## config.mk

```make
export PLATFORM = sky130hd
export DESIGN_NAME = glyph_coverage_alpha_blend_core
export DESIGN_NICKNAME = d
export VERILOG_FILES = /design/src/hdl/gcab_pkg.sv /design/src/hdl/gcab_front.sv /design/src/hdl/gcab_queue.sv /design/src/hdl/gcab_back.sv /design/src/hdl/glyph_coverage_alpha_blend_core.sv
export SDC_FILE = /design/constraint.sdc
export NUM_CORES = 2
export LEC_CHECK = 0
export BUFFER_PORTS_ARGS = -buffer_cell sky130_fd_sc_hd__buf_2
export CORE_ASPECT_RATIO = 0.8
export CORE_MARGIN = 5
export CORE_UTILIZATION = 64
export CTS_CLUSTER_DIAMETER = 50
export DETAILED_ROUTE_END_ITERATION = 7
export HOLD_SLACK_MARGIN = 0.15
export PLACE_DENSITY = 0.9
export RECOVER_POWER = 50
export SKIP_CTS_REPAIR_TIMING = 1
export SYNTH_ARGS = -nofsm -noshare
export SYNTH_HDL_FRONTEND = slang
export SYNTH_SLANG_ARGS = --single-unit
```

## constraint.sdc

```tcl
create_clock -name clk -period 10.8 [get_ports clk]
set_input_delay 2.7 -clock clk [delete_from_list [all_inputs] [get_ports clk]]
set_output_delay 2.7 -clock clk [all_outputs]
set_load 0.1 [all_outputs]
```

## src/hdl/gcab_pkg.sv

```systemverilog
package gcab_pkg;

  // surface coordinate width
  localparam int COORD_WIDTH = 12;

  // fixed widths of the clip registers
  localparam int CLIP_LO_W = 12;
  localparam int CLIP_HI_W = 13;

  // width used for the window compares, wide enough for either side
  localparam int CMP_W = (COORD_WIDTH > CLIP_HI_W) ? COORD_WIDTH : CLIP_HI_W;

  localparam int PIXEL_W = 32;
  localparam int COV_W   = 8;
  localparam int CHAN_W  = 8;
  localparam int PROD_W  = 2 * CHAN_W;
  localparam int NUM_CH  = 4;

  // configuration port
  localparam int CFG_IDX_W  = 3;
  localparam int CFG_DATA_W = 32;

  localparam logic [CFG_IDX_W-1:0] REG_SOURCE_COLOR = 3'd0;
  localparam logic [CFG_IDX_W-1:0] REG_FULL_WORD    = 3'd1;
  localparam logic [CFG_IDX_W-1:0] REG_CLIP_LEFT    = 3'd2;
  localparam logic [CFG_IDX_W-1:0] REG_CLIP_TOP     = 3'd3;
  localparam logic [CFG_IDX_W-1:0] REG_CLIP_RIGHT   = 3'd4;
  localparam logic [CFG_IDX_W-1:0] REG_CLIP_BOTTOM  = 3'd5;

  localparam logic [CLIP_HI_W-1:0] CLIP_HI_RESET = 13'd4096;

  localparam logic [COV_W-1:0] COV_NONE = 8'd0;
  localparam logic [COV_W-1:0] COV_FULL = 8'd255;

  // channel slots, alpha on top as in the ARGB word
  localparam int CH_A = 3;

  // queue between front and back
  localparam int QUEUE_DEPTH = 4;
  localparam int QPTR_W      = $clog2(QUEUE_DEPTH);
  localparam int QCNT_W      = $clog2(QUEUE_DEPTH + 1);

  typedef enum logic [1:0] {
    CLS_SKIP,
    CLS_FULL,
    CLS_BLEND
  } cls_t;

  // one queued pixel: class, source channel products and the word to pass on
  typedef struct packed {
    cls_t                           cls;
    logic [NUM_CH-1:0][PROD_W-1:0]  prod;
    logic [PIXEL_W-1:0]             word;
  } entry_t;

  typedef struct packed {
    logic full;
    logic nempty;
  } qstat_t;

endpackage

```

## src/hdl/gcab_front.sv

```systemverilog
module gcab_front (
  input  logic [gcab_pkg::COORD_WIDTH-1:0] pixel_x,
  input  logic [gcab_pkg::COORD_WIDTH-1:0] pixel_y,
  input  logic [gcab_pkg::COV_W-1:0]       coverage,
  input  logic [gcab_pkg::PIXEL_W-1:0]     dest_pixel,
  input  logic [gcab_pkg::PIXEL_W-1:0]     source_color,
  input  logic [gcab_pkg::PIXEL_W-1:0]     full_word,
  input  logic [gcab_pkg::CLIP_LO_W-1:0]   clip_left,
  input  logic [gcab_pkg::CLIP_LO_W-1:0]   clip_top,
  input  logic [gcab_pkg::CLIP_HI_W-1:0]   clip_right,
  input  logic [gcab_pkg::CLIP_HI_W-1:0]   clip_bottom,
  output gcab_pkg::entry_t                 entry
);

  logic [gcab_pkg::CMP_W-1:0] x_ext;
  logic [gcab_pkg::CMP_W-1:0] y_ext;
  logic                       in_window;

  assign x_ext = gcab_pkg::CMP_W'(pixel_x);
  assign y_ext = gcab_pkg::CMP_W'(pixel_y);

  // an empty window fails one of these compares on its own
  assign in_window = (x_ext >= gcab_pkg::CMP_W'(clip_left))  &&
                     (x_ext <  gcab_pkg::CMP_W'(clip_right)) &&
                     (y_ext >= gcab_pkg::CMP_W'(clip_top))   &&
                     (y_ext <  gcab_pkg::CMP_W'(clip_bottom));

  always_comb begin
    for (int i = 0; i < gcab_pkg::NUM_CH; i++) begin
      entry.prod[i] = {8'd0, source_color[i*gcab_pkg::CHAN_W +: gcab_pkg::CHAN_W]} *
                      {8'd0, coverage};
    end
    entry.word = dest_pixel;
    if (!in_window || coverage == gcab_pkg::COV_NONE) begin
      entry.cls = gcab_pkg::CLS_SKIP;
    end else if (coverage == gcab_pkg::COV_FULL) begin
      entry.cls  = gcab_pkg::CLS_FULL;
      entry.word = full_word;
    end else begin
      entry.cls = gcab_pkg::CLS_BLEND;
    end
  end

endmodule

```

## src/hdl/gcab_queue.sv

```systemverilog
module gcab_queue (
  input  logic             clk,
  input  logic             rst_n,
  input  logic             push,
  input  gcab_pkg::entry_t push_entry,
  input  logic             pop,
  output gcab_pkg::entry_t head_entry,
  output gcab_pkg::qstat_t stat
);

  gcab_pkg::entry_t                 slot_r [gcab_pkg::QUEUE_DEPTH];
  logic [gcab_pkg::QPTR_W-1:0]      wr_ptr_r, wr_ptr_nxt;
  logic [gcab_pkg::QPTR_W-1:0]      rd_ptr_r, rd_ptr_nxt;
  logic [gcab_pkg::QCNT_W-1:0]      count_r, count_nxt;

  always_comb begin
    wr_ptr_nxt = wr_ptr_r;
    rd_ptr_nxt = rd_ptr_r;
    count_nxt  = count_r;
    if (push) begin
      wr_ptr_nxt = (wr_ptr_r == gcab_pkg::QPTR_W'(gcab_pkg::QUEUE_DEPTH - 1)) ?
                   '0 : wr_ptr_r + 1'b1;
    end
    if (pop) begin
      rd_ptr_nxt = (rd_ptr_r == gcab_pkg::QPTR_W'(gcab_pkg::QUEUE_DEPTH - 1)) ?
                   '0 : rd_ptr_r + 1'b1;
    end
    if (push && !pop) begin
      count_nxt = count_r + 1'b1;
    end else if (pop && !push) begin
      count_nxt = count_r - 1'b1;
    end
  end

  always_ff @(posedge clk) begin
    if (!rst_n) begin
      wr_ptr_r <= '0;
      rd_ptr_r <= '0;
      count_r  <= '0;
    end else begin
      wr_ptr_r <= wr_ptr_nxt;
      rd_ptr_r <= rd_ptr_nxt;
      count_r  <= count_nxt;
    end
  end

  always_ff @(posedge clk) begin
    if (push) begin
      slot_r[wr_ptr_r] <= push_entry;
    end
  end

  assign head_entry  = slot_r[rd_ptr_r];
  assign stat.full   = (count_r == gcab_pkg::QCNT_W'(gcab_pkg::QUEUE_DEPTH));
  assign stat.nempty = (count_r != '0);

`ifndef NO_ASSERTIONS
  a_count_bound: assert property (@(posedge clk) disable iff (!rst_n)
    count_r <= gcab_pkg::QCNT_W'(gcab_pkg::QUEUE_DEPTH))
    else $error("queue count past depth");

  a_no_overflow: assert property (@(posedge clk) disable iff (!rst_n)
    push |-> !stat.full)
    else $error("push into full queue");

  a_no_underflow: assert property (@(posedge clk) disable iff (!rst_n)
    pop |-> stat.nempty)
    else $error("pop from empty queue");
`endif

endmodule

```

## src/hdl/gcab_back.sv

```systemverilog
module gcab_back (
  input  logic                         clk,
  input  logic                         rst_n,
  input  gcab_pkg::entry_t             head_entry,
  input  gcab_pkg::qstat_t             stat,
  output logic                         pop,
  output logic                         out_valid,
  input  logic                         out_stall,
  output logic [gcab_pkg::PIXEL_W-1:0] out_pixel_out,
  output logic                         out_write_enable
);

  logic                                           out_valid_r;
  logic [gcab_pkg::PIXEL_W-1:0]                   pixel_r, pixel_nxt;
  logic                                           we_r, we_nxt;
  logic [gcab_pkg::NUM_CH-1:0][gcab_pkg::CHAN_W-1:0] src_s;
  logic [gcab_pkg::CHAN_W-1:0]                    src_a;

  // round(v / 255) via the add-and-shift trick
  function automatic logic [7:0] div255_round(input logic [15:0] v);
    logic [16:0] t;
    logic [16:0] u;
    t = {1'b0, v} + 17'd128;
    u = t + {8'd0, t[16:8]};
    return u[15:8];
  endfunction

  // source-over with divide by 256; the sum keeps only bits 7..0, and only bits 15..8 of the difference survive
  function automatic logic [7:0] blend_ch(input logic [7:0] s, input logic [7:0] d,
                                          input logic [7:0] sa);
    logic [8:0]  sum;
    logic [15:0] prod;
    logic [15:0] acc;
    sum  = {1'b0, s} + {1'b0, d};
    prod = {8'd0, d} * {8'd0, sa};
    acc  = {sum[7:0], 8'd0} - prod;
    return acc[15:8];
  endfunction

  assign pop = stat.nempty && (!out_valid_r || !out_stall);

  always_comb begin
    for (int i = 0; i < gcab_pkg::NUM_CH; i++) begin
      src_s[i] = div255_round(head_entry.prod[i]);
    end
    src_a = src_s[gcab_pkg::CH_A];
  end

  always_comb begin
    pixel_nxt = head_entry.word;
    we_nxt    = 1'b1;
    unique case (head_entry.cls)
      gcab_pkg::CLS_SKIP: begin
        we_nxt = 1'b0;
      end
      gcab_pkg::CLS_FULL: begin
        we_nxt = 1'b1;
      end
      gcab_pkg::CLS_BLEND: begin
        for (int i = 0; i < gcab_pkg::NUM_CH; i++) begin
          pixel_nxt[i*gcab_pkg::CHAN_W +: gcab_pkg::CHAN_W] =
            blend_ch(src_s[i], head_entry.word[i*gcab_pkg::CHAN_W +: gcab_pkg::CHAN_W],
                     src_a);
        end
      end
      default: begin
        we_nxt = 1'b0;
      end
    endcase
  end

  always_ff @(posedge clk) begin
    if (!rst_n) begin
      out_valid_r <= 1'b0;
    end else if (pop) begin
      out_valid_r <= 1'b1;
    end else if (!out_stall) begin
      out_valid_r <= 1'b0;
    end
  end

  always_ff @(posedge clk) begin
    if (pop) begin
      pixel_r <= pixel_nxt;
      we_r    <= we_nxt;
    end
  end

  assign out_valid        = out_valid_r;
  assign out_pixel_out    = pixel_r;
  assign out_write_enable = we_r;

endmodule

```

## src/hdl/glyph_coverage_alpha_blend_core.sv

```systemverilog
// channel   direction  ports
// in        input      in_valid, in_stall, in_pixel_x, in_pixel_y, in_coverage, in_dest_pixel
// out       output     out_valid, out_stall, out_pixel_out, out_write_enable
// cfg       input      cfg_write_en, cfg_index, cfg_data
//
// one word in and one word out per clock when neither side stalls
// a word is registered into a queue slot, then goes through the blend into the output register
// throughput is set by the four-entry queue and the single output register
// rst_n is synchronous active low; it empties the queue and the output register
// in_stall rises only when the queue is full; out_stall holds the output word in place
module glyph_coverage_alpha_blend_core (
  input  logic                             clk,
  input  logic                             rst_n,
  // input channel
  input  logic                             in_valid,
  output logic                             in_stall,
  input  logic [gcab_pkg::COORD_WIDTH-1:0] in_pixel_x,
  input  logic [gcab_pkg::COORD_WIDTH-1:0] in_pixel_y,
  input  logic [gcab_pkg::COV_W-1:0]       in_coverage,
  input  logic [gcab_pkg::PIXEL_W-1:0]     in_dest_pixel,
  // result channel
  output logic                             out_valid,
  input  logic                             out_stall,
  output logic [gcab_pkg::PIXEL_W-1:0]     out_pixel_out,
  output logic                             out_write_enable,
  // configuration port
  input  logic                             cfg_write_en,
  input  logic [gcab_pkg::CFG_IDX_W-1:0]   cfg_index,
  input  logic [gcab_pkg::CFG_DATA_W-1:0]  cfg_data
);

  // configuration registers
  logic [gcab_pkg::PIXEL_W-1:0]   source_color_r;
  logic [gcab_pkg::PIXEL_W-1:0]   full_word_r;
  logic [gcab_pkg::CLIP_LO_W-1:0] clip_left_r;
  logic [gcab_pkg::CLIP_LO_W-1:0] clip_top_r;
  logic [gcab_pkg::CLIP_HI_W-1:0] clip_right_r;
  logic [gcab_pkg::CLIP_HI_W-1:0] clip_bottom_r;

  gcab_pkg::entry_t front_entry;
  gcab_pkg::entry_t head_entry;
  gcab_pkg::qstat_t qstat;
  logic             push;
  logic             pop;

  // register decode, indexes past the list are dropped
  always_ff @(posedge clk) begin
    if (!rst_n) begin
      source_color_r <= '0;
      full_word_r    <= '0;
      clip_left_r    <= '0;
      clip_top_r     <= '0;
      clip_right_r   <= gcab_pkg::CLIP_HI_RESET;
      clip_bottom_r  <= gcab_pkg::CLIP_HI_RESET;
    end else if (cfg_write_en) begin
      unique case (cfg_index)
        gcab_pkg::REG_SOURCE_COLOR: source_color_r <= cfg_data;
        gcab_pkg::REG_FULL_WORD:    full_word_r    <= cfg_data;
        gcab_pkg::REG_CLIP_LEFT:    clip_left_r    <= cfg_data[gcab_pkg::CLIP_LO_W-1:0];
        gcab_pkg::REG_CLIP_TOP:     clip_top_r     <= cfg_data[gcab_pkg::CLIP_LO_W-1:0];
        gcab_pkg::REG_CLIP_RIGHT:   clip_right_r   <= cfg_data[gcab_pkg::CLIP_HI_W-1:0];
        gcab_pkg::REG_CLIP_BOTTOM:  clip_bottom_r  <= cfg_data[gcab_pkg::CLIP_HI_W-1:0];
        default: begin
        end
      endcase
    end
  end

  // front: clip test, coverage class and the source-times-coverage products
  gcab_front u_front (
    .pixel_x      (in_pixel_x),
    .pixel_y      (in_pixel_y),
    .coverage     (in_coverage),
    .dest_pixel   (in_dest_pixel),
    .source_color (source_color_r),
    .full_word    (full_word_r),
    .clip_left    (clip_left_r),
    .clip_top     (clip_top_r),
    .clip_right   (clip_right_r),
    .clip_bottom  (clip_bottom_r),
    .entry        (front_entry)
  );

  assign in_stall = qstat.full;
  assign push     = in_valid && !qstat.full;

  // queue decouples the two halves; its slots register the products
  gcab_queue u_queue (
    .clk        (clk),
    .rst_n      (rst_n),
    .push       (push),
    .push_entry (front_entry),
    .pop        (pop),
    .head_entry (head_entry),
    .stat       (qstat)
  );

  // back: rounding divide, source-over blend and the output register
  gcab_back u_back (
    .clk              (clk),
    .rst_n            (rst_n),
    .head_entry       (head_entry),
    .stat             (qstat),
    .pop              (pop),
    .out_valid        (out_valid),
    .out_stall        (out_stall),
    .out_pixel_out    (out_pixel_out),
    .out_write_enable (out_write_enable)
  );

`ifndef NO_ASSERTIONS
  a_reset_empty: assert property (@(posedge clk)
    !rst_n |=> !out_valid)
    else $error("output valid right after reset");

  a_refill: assert property (@(posedge clk) disable iff (!rst_n)
    (out_valid && !out_stall && qstat.nempty) |=> out_valid)
    else $error("back end idled with a queued word");
`endif

endmodule
```

Word-level counts from Yosys, hierarchy flattened
Memory sizes are Yosys's and may differ from the RTL's. A register that Yosys moved wholly into a read port is not among the register bits.
Cells that the tools add are included.
Word-level totals
  bits in writable memories: 392
  output and inout port bits: 35
  register bits after elaboration: 155
  memories: 1
Memory list
  u_queue.slot_r: words 4, bits a word 98, read ports 1, clocked after memory_dff 1, write ports 1, RTL line gcab_queue.sv:11  | gcab_pkg::entry_t slot_r [gcab_pkg::QUEUE_DEPTH];
Cells by class
  equality and inequality tests: 12
  $lt $le $gt $ge: 4
  multiplexer cells: 16
  reductions and logical operators: 26
  $add $sub $neg: 20
  multipliers: 8
Operator list (number)
  8-bit by 8-bit multiplier with 16-bit output: 8
  32-bit two-way mux: 3
  16-bit by 8-bit adder with 17-bit output, second input constant: 4
  16-bit by 9-bit adder with 16-bit output: 4
  16-bit subtractor: 4
  8-bit adder: 4
  12-bit by 13-bit less-than comparator with 1-bit output: 2
  12-bit >= comparator: 2
  2-bit two-way mux: 6
  2-bit AND reduction: 6
  3-bit equality test, second input constant: 3
  8-bit equality test, second input constant: 1
  8-bit logical NOT: 1
  1-bit logical AND: 7
  2-bit equality test, second input constant: 3
  3-bit by 2-bit equality test with 1-bit output, second input constant: 2
  1-bit logical NOT: 6
  3-bit two-way mux: 2
  1-bit two-way mux: 5
  2-bit by 1-bit adder with 2-bit output, second input constant: 2
  3-bit by 1-bit adder with 3-bit output, second input constant: 1
  3-bit by 1-bit equality test with 1-bit output, second input constant: 1
  3-bit logical NOT: 1
  3-bit nonzero test: 1
  other kinds (6): 7

Logic depth before layout (Yosys ltp)
  word-level depth: 7
  depth in mapped cells: 42

Cells and area by module
Synthesis repeated with hierarchy kept, for this count alone.
Unflattened totals
  cells, all modules: 3791
  area total of the unflattened synthesis: 42360.6 um2
By module, submodules not included
  gcab_queue: cells each 556, sequential area each 11951.5 um2, instances 1, area each 14575.2 um2
  gcab_back: cells each 1596, sequential area each 1011.0 um2, instances 1, area each 13285.2 um2
  gcab_front: cells each 1229, sequential area each 0.0 um2, instances 1, area each 10261.1 um2
  glyph_coverage_alpha_blend_core: cells each 410, sequential area each 2282.2 um2, instances 1, area each 4239.1 um2

Worst setup path after synthesis
No wires, ideal clock.
  path type: register to register
  start: register with a tool-made name
  end: register u_back.pixel_r, in the netlist u_back.out_pixel_out[6], data pin
  arrival: 9158 ps
  path buffers: 9
  cell stages (with the launch flop): 40
  setup time: 260 ps
  data required time: 10540 ps
  path slack: 1382 ps
  path through: dfxtp_1 -> buf_6 -> buf_6 -> buf_4 -> buf_2 -> buf_2 -> buf_2 -> buf_2 -> buf_1 -> mux4_2 -> ha_1 -> or3_1 -> a31oi_1 -> o21bai_1 -> o21ai_0 -> o21bai_1 -> a21oi_1 -> nor4_1 -> (+4 left out) -> inv_1 -> ha_1 -> inv_1 -> fa_1 -> inv_1 -> fa_1 -> inv_1 -> ha_1 -> a21o_1 -> nand2_1 -> nand3_1 -> a2111o_1 -> a211oi_2 -> a211oi_1 -> o21a_1 -> nor2_1 -> xnor2_1 -> mux2_2
RTL lines
  to (signal assigned): RTL line gcab_back.sv:84  | pixel_r <= pixel_nxt;
  to (decl): RTL line gcab_back.sv:14  | logic [gcab_pkg::PIXEL_W-1:0] pixel_r, pixel_nxt;

==> flow_metrics.env <==
export IMPL_status="finished, violations left"
export IMPL_violations="capacitance limit, slew limit"
export IMPL_synth_top_area_share_pct=31.0
export IMPL_cts_sinks=549
export IMPL_place_hpwl_um=73200
export IMPL_place_gp_congestion=0.934
export IMPL_antenna_left=0
export IMPL_avgSynthCellArea_um2=10.9
export IMPL_yosysSeqAreaShare_pct=37.0
export IMPL_hold_path_class="reg -> reg"
export IMPL_rr_worst_depth=35
export IMPL_pre_cts_ws_ns=1.08
export IMPL_cts_buffers=56
export IMPL_grt_usage_pct=31.5
export IMPL_r2r_end="u_back.out_pixel_out[7]$_DFFE_PP_"
export IMPL_drtIter0Drc=3789
export IMPL_grt_pass1_vias=30149
export IMPL_yosysWarnings=0
export IMPL_synth_distinct_cells=67
export IMPL_relSlewSlack_pct=-206
export IMPL_path_clk_slew_ns=0.07
export IMPL_worst_r2r_setup_slack_ns=0.72
export IMPL_antenna_found_initial=8
export IMPL_dr_pass1_iters=6
export IMPL_fp_row_count=83
export IMPL_grt_max_degree=123
export IMPL_synth_edf_count=425
export IMPL_maxCapViolCount=11
export IMPL_yosysTopAreaCell="edfxtp_1"
export IMPL_period_needed_ns=10.08
export IMPL_clock_fmax_mhz=99.2
export IMPL_root_buffer="clkbuf_16"
export IMPL_end_kind="flip-flop"
export IMPL_fp_coreArea_mm2=0.0640
export IMPL_fin_skew_ns=0.0786
export IMPL_setup_slack_ns=0.718
export IMPL_cp_required_ns=11.14
export IMPL_drc_errors=0
export IMPL_clockBufferDepth=3
export IMPL_htreeDepth=2
export IMPL_worst_setup_path_start_kind="flip-flop"
export IMPL_grt_pass1_wl_um=171000
export IMPL_maxSlewViolCount=596
export IMPL_dieWidth_um=294
export IMPL_tns_ns=0
export IMPL_wl_per_cell_um=23.0
export IMPL_cts_tree="done"
export IMPL_via_count=29405
export IMPL_cpMaxStageDelayCell="dfxtp_4"
export IMPL_wl_um=110000
export IMPL_syn_nets=4613
export IMPL_synth_async_reset_ratio_pct=0
export IMPL_crit_type="reg -> reg"
export IMPL_synthCells=3783
export IMPL_hold_violations=0
export IMPL_initial_core_util_pct=64.4
export IMPL_areaGrowthSynthToFinish_pct=7.89
export IMPL_synth_seq_cells=549
export IMPL_die_y_um=237
export IMPL_synth_main_ff_cell="edfxtp_1"
export IMPL_vias_per_cell=6.18
export IMPL_portBuffers=138
export IMPL_syn_cell_area_mm2=0.0412
export IMPL_rsz0062_at_grt="no"
export IMPL_worstPathMaxFanout=34
export IMPL_clk_latency_ns=0.68
export IMPL_period_share_pct=93.3
export IMPL_drive_above_1_share_pct=9.61
export IMPL_fin_nets=4684
export IMPL_setup_violations=0
export IMPL_grt_ovfl_total=0
export IMPL_crit_path_end="u_back.out_pixel_out[7]$_DFFE_PP_"
export IMPL_synthTopCellsByArea="edfxtp_1 31%, fa_1 15%, ha_1 12%"
export IMPL_cp_arrival_ns=10.42
export IMPL_design_die_area_mm2=0.0695
export IMPL_worst_pin_slew_ns=4.59
export IMPL_num_io_pins=139
export IMPL_max_stage_delay_ns=0.76
[flip-flops by register name (all words and copies together), names as in the netlist, 12 cells and up, named ones only]
| signal | cells |
|---|---|
| u_back.out_pixel_out | 32 |
| source_color_r | 32 |
| u_queue.slot_r | 392 |
| clip_right_r | 13 |
| clip_bottom_r | 13 |
| clip_left_r | 12 |
| full_word_r | 32 |
| clip_top_r | 12 |
[kinds of logic after synthesis]
group	share of synthesized area, %
adders and majority gates	27.8
xor gates and xnor gates	3.50
and+or+nand+nor	11.1
DFF	37.0
AOI/OAI and AO/OA	6.64
buffers and inverters	7.29
muxes	6.60
[synthesized netlist by cell type (all sizes together), types with 61 or more instances]
library cell,n
a21o,61
and2,208
o21ai,65
edfxtp,425
a21oi,84
fa,317
a21boi,131
nor2,104
xnor2,130
inv,638
clkbuf,104
nand2,573
dfxtp,124
mux4,92
ha,409
[worst max-delay path, delay by kind of cell (launching register included)]
| family | cells | cell delay, ns |
|---|---|---|
| fa+ha+maj | 7 | 2.75 |
| flops | 1 | 0.76 |
| buf+inv | 6 | 1.10 |
| simple gates | 7 | 1.04 |
| compound gates | 11 | 2.78 |
| xor+xnor | 3 | 0.92 |
| mux | 1 | 0.39 |
[routing by layer]
metal	vias to the layer above	wire (um)	track usage (%)
met5	-	27	0
met4	4	6140	14.1
met3	474	12900	7.38
met2	2108	50700	50.2
met1	14262	39900	41.6
li1	12557	-	-
[through the flow]
| stage | util [%] | instance area, um^2 | hold WS [ns] | instances |
|---|---|---|---|---|
| after floorplan | - | 41200 | 0.440 | 3783 |
| after global placement | 66.5 | 42500 | 0.452 | 4646 |
| after detailed placement | 66.5 | 42500 | 0.458 | 4646 |
| after CTS | 69.5 | 44500 | 0.467 | 4752 |
| after global routing | 69.4 | 44400 | 0.485 | 4755 |
| final | 69.5 | 44400 | 0.467 | 4759 |
[layout make-up]
cell class / instances / area (um^2)
Fill cell: 4080 / 19500
Clock inverter: 44 / 510
Inverter: 639 / 2400
Tap cell: 850 / 1060
Antenna cell: 7 / 17.5
Sequential cell: 549 / 15300
Timing Repair Buffer: 160 / 787
Clock buffer: 62 / 1450
Multi-Input combinational cell: 2448 / 23000
[worst min path at each step]
stage	startpoint	endpoint	slack [ns]	cells after the start
after floorplan	full_word_r[0]$_SDFFE_PN0P_	full_word_r[0]$_SDFFE_PN0P_	0.44	2
after global placement	full_word_r[15]$_SDFFE_PN0P_	full_word_r[15]$_SDFFE_PN0P_	0.45	2
after detailed placement	full_word_r[0]$_SDFFE_PN0P_	full_word_r[0]$_SDFFE_PN0P_	0.46	2
after CTS	clip_top_r[1]$_SDFFE_PN0P_	clip_top_r[1]$_SDFFE_PN0P_	0.47	2
after global routing	clip_top_r[9]$_SDFFE_PN0P_	clip_top_r[9]$_SDFFE_PN0P_	0.48	2
final	clip_top_r[1]$_SDFFE_PN0P_	clip_top_r[1]$_SDFFE_PN0P_	0.47	2
[layout by cell type, fill, tap and decap left out, types with 18 or more instances in the layout]
master and instances:
fa_1 317, buf_2 101, dfxtp_1 122, nand3_1 27
xnor2_1 127, a21o_1 61, mux2_2 45, a21boi_0 131
xor2_1 31, edfxtp_1 425, a21oi_1 83, and2_1 191
nor2_1 103, nand2b_1 18, ha_1 409, o21ai_0 59
mux4_2 92, nor2b_1 21, inv_1 638, nand2_1 573
clkbuf_16 56, clkbuf_1 46
Power is left out: the tool's default activity adds up to more than one toggle a clock period on the data nets, which glitch-free logic cannot reach.
